## src/rtl/mrzs_pkg.sv

```systemverilog
`default_nettype none
package mrzs_pkg;

	// Width of the constants loaded at the start of a scan.
	localparam int unsigned CONST_WIDTH = 12;
	// Number of constants converted at start: four cubic, seven sixth, two terms.
	localparam int unsigned INIT_NUM = 13;
	localparam int unsigned INIT_IDX_WIDTH = 4;
	localparam int unsigned CUBIC_NUM = 4;
	localparam int unsigned SIXTH_NUM = 7;
	localparam int unsigned FIELD_WIDTH = 31;

	localparam logic [INIT_IDX_WIDTH-1:0] IDX_SIXTH_FIRST = 4'd4;
	localparam logic [INIT_IDX_WIDTH-1:0] IDX_PREV = 4'd11;
	localparam logic [INIT_IDX_WIDTH-1:0] IDX_CUR = 4'd12;

	// Difference rows at r = 1, then c(0) and c(1).
	localparam logic [CONST_WIDTH-1:0] INIT_CONST [INIT_NUM] = '{
		12'd117, 12'd418, 12'd510, 12'd204,
		12'd1, 12'd63, 12'd602, 12'd2100, 12'd3360, 12'd2520, 12'd720,
		12'd1, 12'd5
	};

	typedef enum logic [2:0] {
		ST_IDLE,
		ST_INIT_GO,
		ST_INIT_WAIT,
		ST_M1_GO,
		ST_M1_WAIT,
		ST_M2_GO,
		ST_M2_WAIT,
		ST_DONE
	} state_t;

endpackage
`default_nettype wire

```

## src/rtl/mrzs_mulmod.sv

```systemverilog
`default_nettype none
// Bit-serial modular multiplier: result = a * b mod p, one bit of a per
// cycle, most significant first. Requires b < p and p odd above 2.
module mrzs_mulmod #(
	parameter int unsigned W = 31,
	parameter int unsigned AW = 31
) (
	input  wire logic          clk,
	input  wire logic          arst_n,
	input  wire logic          start,
	input  wire logic [AW-1:0] a,
	input  wire logic [W-1:0]  b,
	input  wire logic [W-1:0]  p,
	output logic               done,
	output logic [W-1:0]       result
);

	localparam int unsigned CW = $clog2(AW);

	logic [AW-1:0] a_q;
	logic [W-1:0]  b_q;
	logic [W-1:0]  acc_q;
	logic [CW-1:0] cnt_q;
	logic          busy_q;
	logic          done_q;

	logic [W:0]   dbl;
	logic [W-1:0] dbl_red;
	logic [W:0]   sum;
	logic [W-1:0] sum_red;

	// One iteration: double, reduce, add the partial product, reduce.
	always_comb begin
		dbl = {acc_q, 1'b0};
		dbl_red = (dbl >= {1'b0, p}) ? W'(dbl - {1'b0, p}) : dbl[W-1:0];
		sum = {1'b0, dbl_red} + (a_q[AW-1] ? {1'b0, b_q} : '0);
		sum_red = (sum >= {1'b0, p}) ? W'(sum - {1'b0, p}) : sum[W-1:0];
	end

	// Control of the iteration count.
	always_ff @(posedge clk or negedge arst_n) begin
		if (!arst_n) begin
			busy_q <= 1'b0;
			done_q <= 1'b0;
			cnt_q <= '0;
		end else begin
			done_q <= 1'b0;
			if (start) begin
				busy_q <= 1'b1;
				cnt_q <= '0;
			end else if (busy_q) begin
				cnt_q <= cnt_q + 1'b1;
				if (cnt_q == CW'(AW - 1)) begin
					busy_q <= 1'b0;
					done_q <= 1'b1;
				end
			end
		end
	end

	// Operand shift register and accumulator.
	always_ff @(posedge clk) begin
		if (start) begin
			a_q <= a;
			b_q <= b;
			acc_q <= '0;
		end else if (busy_q) begin
			a_q <= {a_q[AW-2:0], 1'b0};
			acc_q <= sum_red;
		end
	end

	assign done = done_q;
	assign result = acc_q;

endmodule
`default_nettype wire

```

## src/rtl/modular_recurrence_zero_scan_top.sv

```systemverilog
`default_nettype none
// Scanner for zeros of the recurrence
// c(r+1) = (34r^3+51r^2+27r+5) c(r) - r^6 c(r-1) modulo an odd modulus.
// The modulus is to be written through modulus_wr/modulus only while the block is
// idle, which the block itself does not enforce; a write ends any scan in progress.
// Input channel: one word per step, start_req = 1 starts a scan at r = 1.
// Output channel: one word per input word, with step_valid, term_index,
// zero_hit and last_step. Idle words and a refused start give all zeros.
// A continuing step runs two products through the multiplier before its output
// word is offered, the operand width AW being the larger of MOD_WIDTH and 12; a
// start first converts the 13 initial constants. All products go through the
// single bit-serial modular multiplier, one bit of the operand per cycle.
// One word is processed at a time; the next input word is taken once the
// result has moved to the output register, so one result may wait there.
// When the receiver stalls, the output word holds and a finished result
// waits in the core until the output register frees.
// Reset clears the scan state; the modulus returns to 7.
module modular_recurrence_zero_scan_top #(
	parameter int unsigned MOD_WIDTH = 31
) (
	input  wire logic                                clk,
	input  wire logic                                arst_n,
	input  wire logic                                modulus_wr,
	input  wire logic [mrzs_pkg::FIELD_WIDTH-1:0]    modulus,
	input  wire logic                                in_valid,
	output logic                                     in_stall,
	input  wire logic                                start_req,
	output logic                                     out_valid,
	input  wire logic                                out_stall,
	output logic                                     step_valid,
	output logic [mrzs_pkg::FIELD_WIDTH-1:0]         term_index,
	output logic                                     zero_hit,
	output logic                                     last_step
);

	localparam int unsigned W = MOD_WIDTH;
	localparam int unsigned AW = (W > mrzs_pkg::CONST_WIDTH) ? W : mrzs_pkg::CONST_WIDTH;
	localparam int unsigned IW = mrzs_pkg::INIT_IDX_WIDTH;

	mrzs_pkg::state_t state_q, state_d;

	logic [W-1:0] p_q;
	logic [W-1:0] prev_q, cur_q, t1_q, r_q;
	logic [W-1:0] cubic_q [mrzs_pkg::CUBIC_NUM];
	logic [W-1:0] sixth_q [mrzs_pkg::SIXTH_NUM];
	logic         running_q;
	logic [IW-1:0] idx_q;
	logic [2:0]    sixth_idx;

	logic         res_valid_q, res_zero_q, res_last_q;
	logic [W-1:0] res_idx_q;

	logic         out_valid_q, step_valid_q, zero_hit_q, last_step_q;
	logic [W-1:0] term_index_q;

	logic          in_acc, out_free, bad_mod;
	logic          mul_start, mul_done;
	logic [AW-1:0] mul_a;
	logic [W-1:0]  mul_b, mul_res;
	logic [W:0]    diff;
	logic [W-1:0]  next_term;

	function automatic logic [W-1:0] mod_add(input logic [W-1:0] x, input logic [W-1:0] y,
		input logic [W-1:0] m);
		logic [W:0] s;
		s = {1'b0, x} + {1'b0, y};
		return (s >= {1'b0, m}) ? W'(s - {1'b0, m}) : s[W-1:0];
	endfunction

	assign in_acc = in_valid && !in_stall;
	assign out_free = !out_valid_q || !out_stall;
	assign bad_mod = (p_q < W'(3)) || !p_q[0];
	assign sixth_idx = 3'(idx_q - mrzs_pkg::IDX_SIXTH_FIRST);

	mrzs_mulmod #(.W(W), .AW(AW)) u_mul (
		.clk(clk),
		.arst_n(arst_n),
		.start(mul_start),
		.a(mul_a),
		.b(mul_b),
		.p(p_q),
		.done(mul_done),
		.result(mul_res)
	);

	// Next state.
	always_comb begin
		state_d = state_q;
		unique case (state_q)
			mrzs_pkg::ST_IDLE: begin
				if (in_acc) begin
					if (start_req && !bad_mod) state_d = mrzs_pkg::ST_INIT_GO;
					else if (!start_req && running_q) state_d = mrzs_pkg::ST_M1_GO;
					else state_d = mrzs_pkg::ST_DONE;
				end
			end
			mrzs_pkg::ST_INIT_GO: state_d = mrzs_pkg::ST_INIT_WAIT;
			mrzs_pkg::ST_INIT_WAIT: begin
				if (mul_done) begin
					if (idx_q == mrzs_pkg::IDX_CUR) state_d = mrzs_pkg::ST_M1_GO;
					else state_d = mrzs_pkg::ST_INIT_GO;
				end
			end
			mrzs_pkg::ST_M1_GO: state_d = mrzs_pkg::ST_M1_WAIT;
			mrzs_pkg::ST_M1_WAIT: if (mul_done) state_d = mrzs_pkg::ST_M2_GO;
			mrzs_pkg::ST_M2_GO: state_d = mrzs_pkg::ST_M2_WAIT;
			mrzs_pkg::ST_M2_WAIT: if (mul_done) state_d = mrzs_pkg::ST_DONE;
			mrzs_pkg::ST_DONE: if (out_free) state_d = mrzs_pkg::ST_IDLE;
			default: state_d = mrzs_pkg::ST_IDLE;
		endcase
	end

	// Outputs of the state machine: handshake and multiplier operands.
	always_comb begin
		in_stall = 1'b1;
		mul_start = 1'b0;
		mul_a = '0;
		mul_b = '0;
		unique case (state_q)
			mrzs_pkg::ST_IDLE: in_stall = 1'b0;
			mrzs_pkg::ST_INIT_GO: begin
				mul_start = 1'b1;
				mul_a = AW'(mrzs_pkg::INIT_CONST[idx_q]);
				mul_b = W'(1);
			end
			mrzs_pkg::ST_M1_GO: begin
				mul_start = 1'b1;
				mul_a = AW'(cubic_q[0]);
				mul_b = cur_q;
			end
			mrzs_pkg::ST_M2_GO: begin
				mul_start = 1'b1;
				mul_a = AW'(sixth_q[0]);
				mul_b = prev_q;
			end
			default: in_stall = 1'b1;
		endcase
	end

	// New term: t1 - t2 modulo p, the second product being in mul_res.
	always_comb begin
		diff = {1'b0, t1_q} - {1'b0, mul_res};
		if (t1_q >= mul_res) next_term = diff[W-1:0];
		else next_term = W'(diff + {1'b0, p_q});
	end

	// Control registers.
	always_ff @(posedge clk or negedge arst_n) begin
		if (!arst_n) begin
			state_q <= mrzs_pkg::ST_IDLE;
			running_q <= 1'b0;
			p_q <= W'(7);
			out_valid_q <= 1'b0;
		end else begin
			state_q <= state_d;
			if (modulus_wr) begin
				p_q <= modulus[W-1:0];
				running_q <= 1'b0;
			end else if (state_q == mrzs_pkg::ST_IDLE && in_acc && start_req) begin
				running_q <= !bad_mod;
			end else if (state_q == mrzs_pkg::ST_M2_WAIT && mul_done) begin
				running_q <= (r_q != p_q - W'(2));
			end
			if (state_q == mrzs_pkg::ST_DONE && out_free) out_valid_q <= 1'b1;
			else if (!out_stall) out_valid_q <= 1'b0;
		end
	end

	// Datapath registers: scan state, pending result and output word.
	always_ff @(posedge clk) begin
		if (state_q == mrzs_pkg::ST_IDLE && in_acc) begin
			res_valid_q <= 1'b0;
			res_idx_q <= '0;
			res_zero_q <= 1'b0;
			res_last_q <= 1'b0;
			idx_q <= '0;
		end
		if (state_q == mrzs_pkg::ST_INIT_WAIT && mul_done) begin
			if (idx_q < mrzs_pkg::IDX_SIXTH_FIRST) cubic_q[idx_q[1:0]] <= mul_res;
			else if (idx_q < mrzs_pkg::IDX_PREV) sixth_q[sixth_idx] <= mul_res;
			else if (idx_q == mrzs_pkg::IDX_PREV) prev_q <= mul_res;
			else cur_q <= mul_res;
			idx_q <= idx_q + 1'b1;
			r_q <= W'(1);
		end
		if (state_q == mrzs_pkg::ST_M1_WAIT && mul_done) t1_q <= mul_res;
		// Step completion: shift terms, advance difference rows, form result.
		if (state_q == mrzs_pkg::ST_M2_WAIT && mul_done) begin
			prev_q <= cur_q;
			cur_q <= next_term;
			for (int k = 0; k < mrzs_pkg::CUBIC_NUM - 1; k++)
				cubic_q[k] <= mod_add(cubic_q[k], cubic_q[k+1], p_q);
			for (int k = 0; k < mrzs_pkg::SIXTH_NUM - 1; k++)
				sixth_q[k] <= mod_add(sixth_q[k], sixth_q[k+1], p_q);
			r_q <= r_q + 1'b1;
			res_valid_q <= 1'b1;
			res_idx_q <= r_q + 1'b1;
			res_zero_q <= (next_term == '0);
			res_last_q <= (r_q == p_q - W'(2));
		end
		if (state_q == mrzs_pkg::ST_DONE && out_free) begin
			step_valid_q <= res_valid_q;
			term_index_q <= res_idx_q;
			zero_hit_q <= res_zero_q;
			last_step_q <= res_last_q;
		end
	end

	assign out_valid = out_valid_q;
	assign step_valid = step_valid_q;
	assign term_index = mrzs_pkg::FIELD_WIDTH'(term_index_q);
	assign zero_hit = zero_hit_q;
	assign last_step = last_step_q;

endmodule
`default_nettype wire

```

## config.mk

```make
export PLATFORM = sky130hd
export DESIGN_NAME = modular_recurrence_zero_scan_top
export DESIGN_NICKNAME = d
export VERILOG_FILES = /design/src/rtl/mrzs_pkg.sv /design/src/rtl/mrzs_mulmod.sv /design/src/rtl/modular_recurrence_zero_scan_top.sv
export SDC_FILE = /design/constraint.sdc
export NUM_CORES = 2
export LEC_CHECK = 0
export BUFFER_PORTS_ARGS = -buffer_cell sky130_fd_sc_hd__buf_2
export CORE_ASPECT_RATIO = 0.9
export CORE_MARGIN = 2
export CORE_UTILIZATION = 48
export DETAILED_ROUTE_END_ITERATION = 16
export GPL_TIMING_DRIVEN = 0
export PLACE_DENSITY_LB_ADDON = 0.12
export SETUP_SLACK_MARGIN = 0.3
export SYNTH_ARGS = -nofsm -noshare
export SYNTH_HDL_FRONTEND = slang
export SYNTH_SLANG_ARGS = --single-unit
```

## constraint.sdc

```tcl
create_clock -name clk -period 7.9 [get_ports clk]
set_clock_uncertainty 0.05 [all_clocks]
set_input_delay 1.975 -clock clk [delete_from_list [all_inputs] [get_ports clk]]
set_output_delay 1.975 -clock clk [all_outputs]
set_load 0.01 [all_outputs]
```

After elaboration in Yosys (flattened, before gate mapping)
Memories as Yosys holds them, arrays and structs flattened. Index checks and enable logic that the tools add are counted.

Bitwise operators: 1. Equal/unequal tests: 21. Shift operators: 0. Order comparisons: 16. $mul: 0. Divide/modulo/power cells: 0. Multiplexer cells: 77. Reduce and logical (&&, ||, !) cells: 30. Add/subtract/negate cells: 28.

Operators by type and width (number): $mux W31 (31); $sub A31 B31 Y31 (12); $ge A32 B31 Y1 (11); $add A31 B31 Y32 (10); $pmux W31 S3 (2); $reduce_or A31 Y1 (2); $add A31 B1 Y31 const B (1); $add A31 B31 Y31 (1); $eq A31 B31 Y1 (1); $ge A31 B31 Y1 (1); $logic_not A31 Y1 (1); $lt A31 B2 Y1 const B (1); $ne A31 B31 Y1 (1); $sub A31 B2 Y31 const B (1); $mux W1 (27); $mux W12 (2); $mux W3 (8); $pmux W3 S8 (1); $eq A3 B3 Y1 const B (4); $mux W5 (2); $ne A2 B2 Y1 const B (5); $reduce_bool A2 Y1 (5); $logic_and A1 B1 Y1 (9); $eq A4 B4 Y1 const B (2); other kinds (20) (32).

Bits in read-only memories: 192. Bits in latches: 0. Output and inout port bits: 36. Input bits: 37. Bits in registers: 332. Bits in writable memories: 341. Memories kept: 3. Logic and storage cells: 199.

Memories: sixth_q (depth 7, width 31, rd ports 7, clocked after Yosys merged registers in 0, wr ports 6, RTL line modular_recurrence_zero_scan_top.sv:45) `logic [W-1:0] sixth_q [mrzs_pkg::SIXTH_NUM];`; (no name shown) (depth 16, width 12, rd ports 1, clocked after Yosys merged registers in 0, wr ports 0, RTL line modular_recurrence_zero_scan_top.sv:123) `mul_a = AW'(mrzs_pkg::INIT_CONST[idx_q]);`; cubic_q (depth 4, width 31, rd ports 4, clocked after Yosys merged registers in 0, wr ports 3, RTL line modular_recurrence_zero_scan_top.sv:44) `logic [W-1:0] cubic_q [mrzs_pkg::CUBIC_NUM];`.

Logic depth before layout (Yosys ltp)
Depth after elaboration: 7. Gate-level depth with buffers: 41. Gate-level depth less buffers: 39.

By module
From an unflattened synthesis, not the netlist that was laid out.

Cell total of the unflattened synthesis: 7288. Area total of the unflattened synthesis: 64475.6 um^2.

By module, submodules not included: modular_recurrence_zero_scan_top (area each 55279.3 um^2, seq. area each 17020.1 um^2, instances 1, cells an instance 6241); mrzs_mulmod (area each 9196.3 um^2, seq. area each 2657.5 um^2, instances 1, cells an instance 1047).

Least setup slack after synthesis
OpenSTA, ideal clock, no wires.

Path kind: flip-flop to flip-flop. From: register p_q[1]. To: register u_mul.acc_q[11] (netlist: u_mul.result[11]). Setup slack: -610 ps. Data required time: 7674 ps. Setup time: 176 ps. Arrival time: 8284 ps. Clock period less this slack: 8510 ps. Buffers on the path: 2. Stages on the path, launching flop included: 37. Cells stage by stage: dfstp_2 inv_1 fa_1 a21o_1 a21oi_1 o21ai_0 a41o_1 a211oi_1 o21bai_1 a21oi_1 o21a_1 a21oi_1 o31ai_1 nand3_1 buf_1 mux2i_1 ha_1 a21o_1 a21o_1 a21o_1 a21oi_1 and3_1 a21oi_1 and3_1 or2_2 a2111oi_0 a211oi_1 ha_1 clkbuf_1 a21o_1 a211oi_1 o211ai_1 a221o_1 a31oi_4 mux2_2 mux2i_1 nor2_1.

Longest elaborated chain between the ends: 5. Elaborated cells between the ends (all ways): 7. Those cells by class: 3 x add/sub; 2 x order compare; 2 x mux.

Ends and longest elaborated chain: start: declaration (RTL line modular_recurrence_zero_scan_top.sv:42) `logic [W-1:0] p_q;`; start signal: assignment (RTL line modular_recurrence_zero_scan_top.sv:157) `p_q <= modulus[W-1:0];`; $sub A31 B31 Y31 or $ge A32 B31 Y1 (tied branches) (RTL line mrzs_mulmod.sv:35) `dbl_red = (dbl >= {1'b0, p}) ? W'(dbl - {1'b0, p}) : dbl[W-1:0];`; $mux W31 (RTL line mrzs_mulmod.sv:35); $add A31 B31 Y32 (RTL line mrzs_mulmod.sv:36) `sum = {1'b0, dbl_red} + (a_q[AW-1] ? {1'b0, b_q} : '0);`; $sub A31 B31 Y31 or $ge A32 B31 Y1 (tied branches) (RTL line mrzs_mulmod.sv:37) `sum_red = (sum >= {1'b0, p}) ? W'(sum - {1'b0, p}) : sum[W-1:0];`; $mux W31 (*) (RTL line mrzs_mulmod.sv:37); end signal: assignment (RTL line mrzs_mulmod.sv:69) `acc_q <= sum_red;`; end: declaration (RTL line mrzs_mulmod.sv:22) `logic [W-1:0] acc_q;`.

Every way passes the cells marked *; elsewhere a longest branch is shown, timed or not. A chain may end at the register's enable or synchronous reset.

Worst setup path after layout
From: register p_q[0]. To: register u_mul.acc_q[11] (netlist: u_mul.result[11]).

Same word-level chain as after synthesis.

==> flow_summary.json <==
{
  "ys_ff_latch": 673,
  "avgRoutedWirePerCell_um": 27.2,
  "status": "finished, violations left",
  "worst-path-buf-inv": 6,
  "io_buffers": 71,
  "dp.final_hpwl_mm": 188,
  "slowest_delay_ps": 640,
  "rsz0062_at_grt": "true",
  "clock_power_share_pct": 16.1,
  "fin_crit_sh_pct": 101,
  "multiInputGateArea_um2": 42800,
  "numCtsBuffers": 84,
  "totalWireLength_mm": 251,
  "syn_inst": 7119,
  "grt_pass1_wl_mm": 362,
  "violations": "max-capacitance violations, max-slew violations, negative setup slack",
  "maxSlewViolCount": 11,
  "die_area_um2": 135000,
  "leakagePower_nw": 29.4,
  "crit_arrival_ps": 8540,
  "cts_root_buf": "clkbuf_16",
  "crit_fanout": 7,
  "cts.clk_slew.worst_paths_ps": 60,
  "initial_core_util_pct": 48.4,
  "fin_area_um2": 71500,
  "viasPerCell": 6.48,
  "relSlewSlack_pct": -2.30,
  "p_switching_mw": 11.9,
  "synthFlopType": "edfxtp_1",
  "cts_tree": "built",
  "drt-initial-drc-count": 7351,
  "setup_violations": 20,
  "rows": 126,
  "async_flop_share_pct": 6.39,
  "clock-sinks": 673,
  "synth_edf_count": 598,
  "layout_commonest_cell": "a21oi_1",
  "core-area_um2": 131000,
  "num-fill-cells": 12000,
  "grt_start_max_net_pins": 44,
  "hold_slack_ps": 360,
  "internal_power_mw": 14.0,
  "clock_latency_ps": 750,
  "layout.nets": 8192,
  "cp-end-kind": "flop",
  "path_class": "flop to flop",
  "instances_no_fill": 9212,
  "ys_warn_count": 0,
  "crit_required_ps": 8460,
  "syn_nets": 7902,
  "gr-total-overflow": 0,
  "p_comb_share_pct": 64.0,
  "netlist_area_um2": 63400,
  "tightest_slew_ps": 1530,
  "htree_levels": 3,
  "syn_avg_cell_area_um2": 8.90,
  "dp.cells": 8965,
  "drc_errors": 0,
  "pwr-share-seq_pct": 19.9,
  "via_count": 59700,
  "max-clock-path-buffers": 3,
  "fin_crit_ps": 7980,
  "grt_usage_pct": 36.1,
  "switching_share_pct": 46.0,
  "placed_area_um2": 67300,
  "syn2layout_area_growth_pct": 12.7,
  "die_x_um": 387,
  "cellPowerDensity_nw_per_um2": 363,
  "dp_slack_ps": -2200,
  "gp_congestion": 0.977,
  "antenna_found_initial": 18,
  "fmax_mhz": 125,
  "cap_violations": 1,
  "dr.pass1.iters": 6,
  "grt_pass1_vias": 54800,
  "cp_top_family": "compound AO/OA/AOI/OAI gates",
  "ir_drop_v": 0.000581,
  "antenna_left": 0,
  "ys_seq_area_share_pct": 31.0,
  "critPathLaunchType": "flop",
  "final_hold_viol_count": 0,
  "drive_above_1_share_pct": 7.93,
  "hold_class": "flop to flop",
  "fin_ws_ps": -81.8,
  "area.sequential_um2": 19700,
  "final_cell_mix": "876 x a21oi_1, 712 x ha_1, 598 x edfxtp_1",
  "critical-path-slowest-cell": "dfstp_4",
  "ys_types": 94,
  "io_pins": 73,
  "die_h_um": 349
}
## sequential cells by signal (all words and copies together), names as in the netlist, 4 cells and up
signal and flops:
u_mul.result 31, p_q 31, idx_q 4, u_mul.b_q 31, u_mul.a_q 31, prev_q 31
res_idx_q 31, cubic_q 124, cur_q 31, sixth_q 217, u_mul.cnt_q 5, t1_q 31
r_q 31, term_index 31
## power groups by stage
| stage | combinational (mW) | clock [mW] | sequential (mW) |
|---|---|---|---|
| 6_report | 16.6 | 4.17 | 5.16 |
| 3_3_place_gp | 13.7 | 0 | 5.18 |
| 3_5_place_dp | 14.1 | 0 | 5.19 |
| 2_1_floorplan | 10.2 | 0 | 4.85 |
| 5_1_grt | 17.8 | 4.32 | 5.14 |
| 4_1_cts | 15.3 | 4.19 | 5.12 |
## stage by stage
stage	power [mW]	setup TNS, ps	util, %
after floorplan	15.1	0	-
after global placement	18.8	-66370	50.4
after global routing	27.3	-10710	54.5
final	25.9	-604	54.5
after detailed placement	19.3	-65270	51.4
after CTS	24.6	-30.6	54.2
## worst reg2reg max path: cells and delay by family, from the launching register on
| kind | cells | cell delay (ps) |
|---|---|---|
| buffers and inverters | 6 | 970 |
| AOI/OAI and AO/OA | 23 | 3900 |
| DFF | 1 | 640 |
| adders and majority gates | 3 | 1000 |
| and+or+nand+nor | 4 | 560 |
| muxes | 3 | 720 |
## final timing paths
check | startpoint | endpoint | slack [ps] | depth (start not counted)
worst max-delay path | p_q[0] | u_mul.result[11] | -80 | 39
worst min-delay path | res_zero_q | zero_hit | 360 | 0
worst max register to register | p_q[0] | u_mul.result[11] | -80 | 39
worst min register to register | res_zero_q | zero_hit | 360 | 0
max in group asynchronous | arst_n | p_q[9] | 5420 | 1
min in group asynchronous | arst_n | u_mul.busy_q | 1450 | 1
## synth_stat cells (15+ instances only)
| master | number | area (µm²) |
|---|---|---|
| a2111oi_0 | 15 | 131 |
| a211o_1 | 21 | 184 |
| a211oi_1 | 87 | 653 |
| a21boi_0 | 19 | 143 |
| a21o_1 | 326 | 2450 |
| a21oi_1 | 897 | 4490 |
| a221o_1 | 35 | 350 |
| a221oi_1 | 20 | 175 |
| a22o_1 | 38 | 333 |
| a22oi_1 | 24 | 180 |
| a311oi_1 | 38 | 333 |
| a31o_2 | 15 | 131 |
| a31oi_1 | 85 | 532 |
| and2_1 | 71 | 444 |
| and3_1 | 71 | 444 |
| and4_1 | 22 | 193 |
| buf_1 | 15 | 56.3 |
| buf_2 | 24 | 120 |
| clkbuf_1 | 151 | 567 |
| dfrtp_1 | 40 | 1000 |
| dfxtp_1 | 32 | 641 |
| edfxtp_1 | 598 | 18000 |
| fa_1 | 23 | 460 |
| ha_1 | 723 | 9050 |
| inv_1 | 226 | 848 |
| mux2i_1 | 150 | 1500 |
| nand2_1 | 505 | 1900 |
| nand2b_1 | 85 | 532 |
| nand3_1 | 137 | 686 |
| nand4_1 | 71 | 444 |
| nor2_1 | 565 | 2120 |
| nor2b_1 | 85 | 532 |
| nor3_1 | 163 | 816 |
| nor4_1 | 31 | 194 |
| o211ai_1 | 28 | 210 |
| o21a_1 | 109 | 818 |
| o21ai_0 | 497 | 2490 |
| o21bai_1 | 82 | 616 |
| o22ai_1 | 20 | 125 |
| o31a_1 | 26 | 228 |
| o31ai_1 | 36 | 270 |
| or3_1 | 38 | 238 |
| xnor2_1 | 416 | 3640 |
| xor2_1 | 256 | 2240 |
## per-layer routing
metal	part of all wire, %	wire, µm	GRT usage (%)
met5	0.016	41	0
met4	6.2	15600	18.4
met3	11	27600	7.75
met2	41	103000	53.2
met1	42	105000	49.7
## kinds of logic (layout without fill, tap and decap cells)
| family | count (synthesis) | after routing | synth area share, % |
|---|---|---|---|
| flops | 673 | 673 | 31.0 |
| xor+xnor | 672 | 672 | 9.29 |
| compound gates | 2552 | 2552 | 25.4 |
| other cells | 0 | 7 | 0 |
| fa+ha+maj | 746 | 746 | 15.0 |
| simple gates | 1900 | 1900 | 14.2 |
| mux | 155 | 155 | 2.46 |
| buf+inv | 421 | 779 | 2.56 |
## repair_timing
action                                  4_1_cts  5_1_grt
resized for setup                            64       43
gates cloned                                  2        3
pin swaps                                    48       32
hold buffers                                  0        0
setup buffers                                58       23
endpoints found under the setup margin       31       31
## final cells by class
type	count	share of cell area, %
Timing Repair Buffer	203	2.98
Tap cell	1728	3.03
Clock inverter	58	0.996
Sequential cell	673	27.6
Multi-Input combinational cell	6025	59.9
Antenna cell	7	0.0245
Clock buffer	96	3.06
Timing Repair inverter	1	0.0105
Buffer	193	1.20
Inverter	228	1.26
No activity file was read; power rests on OpenSTA's default activity.
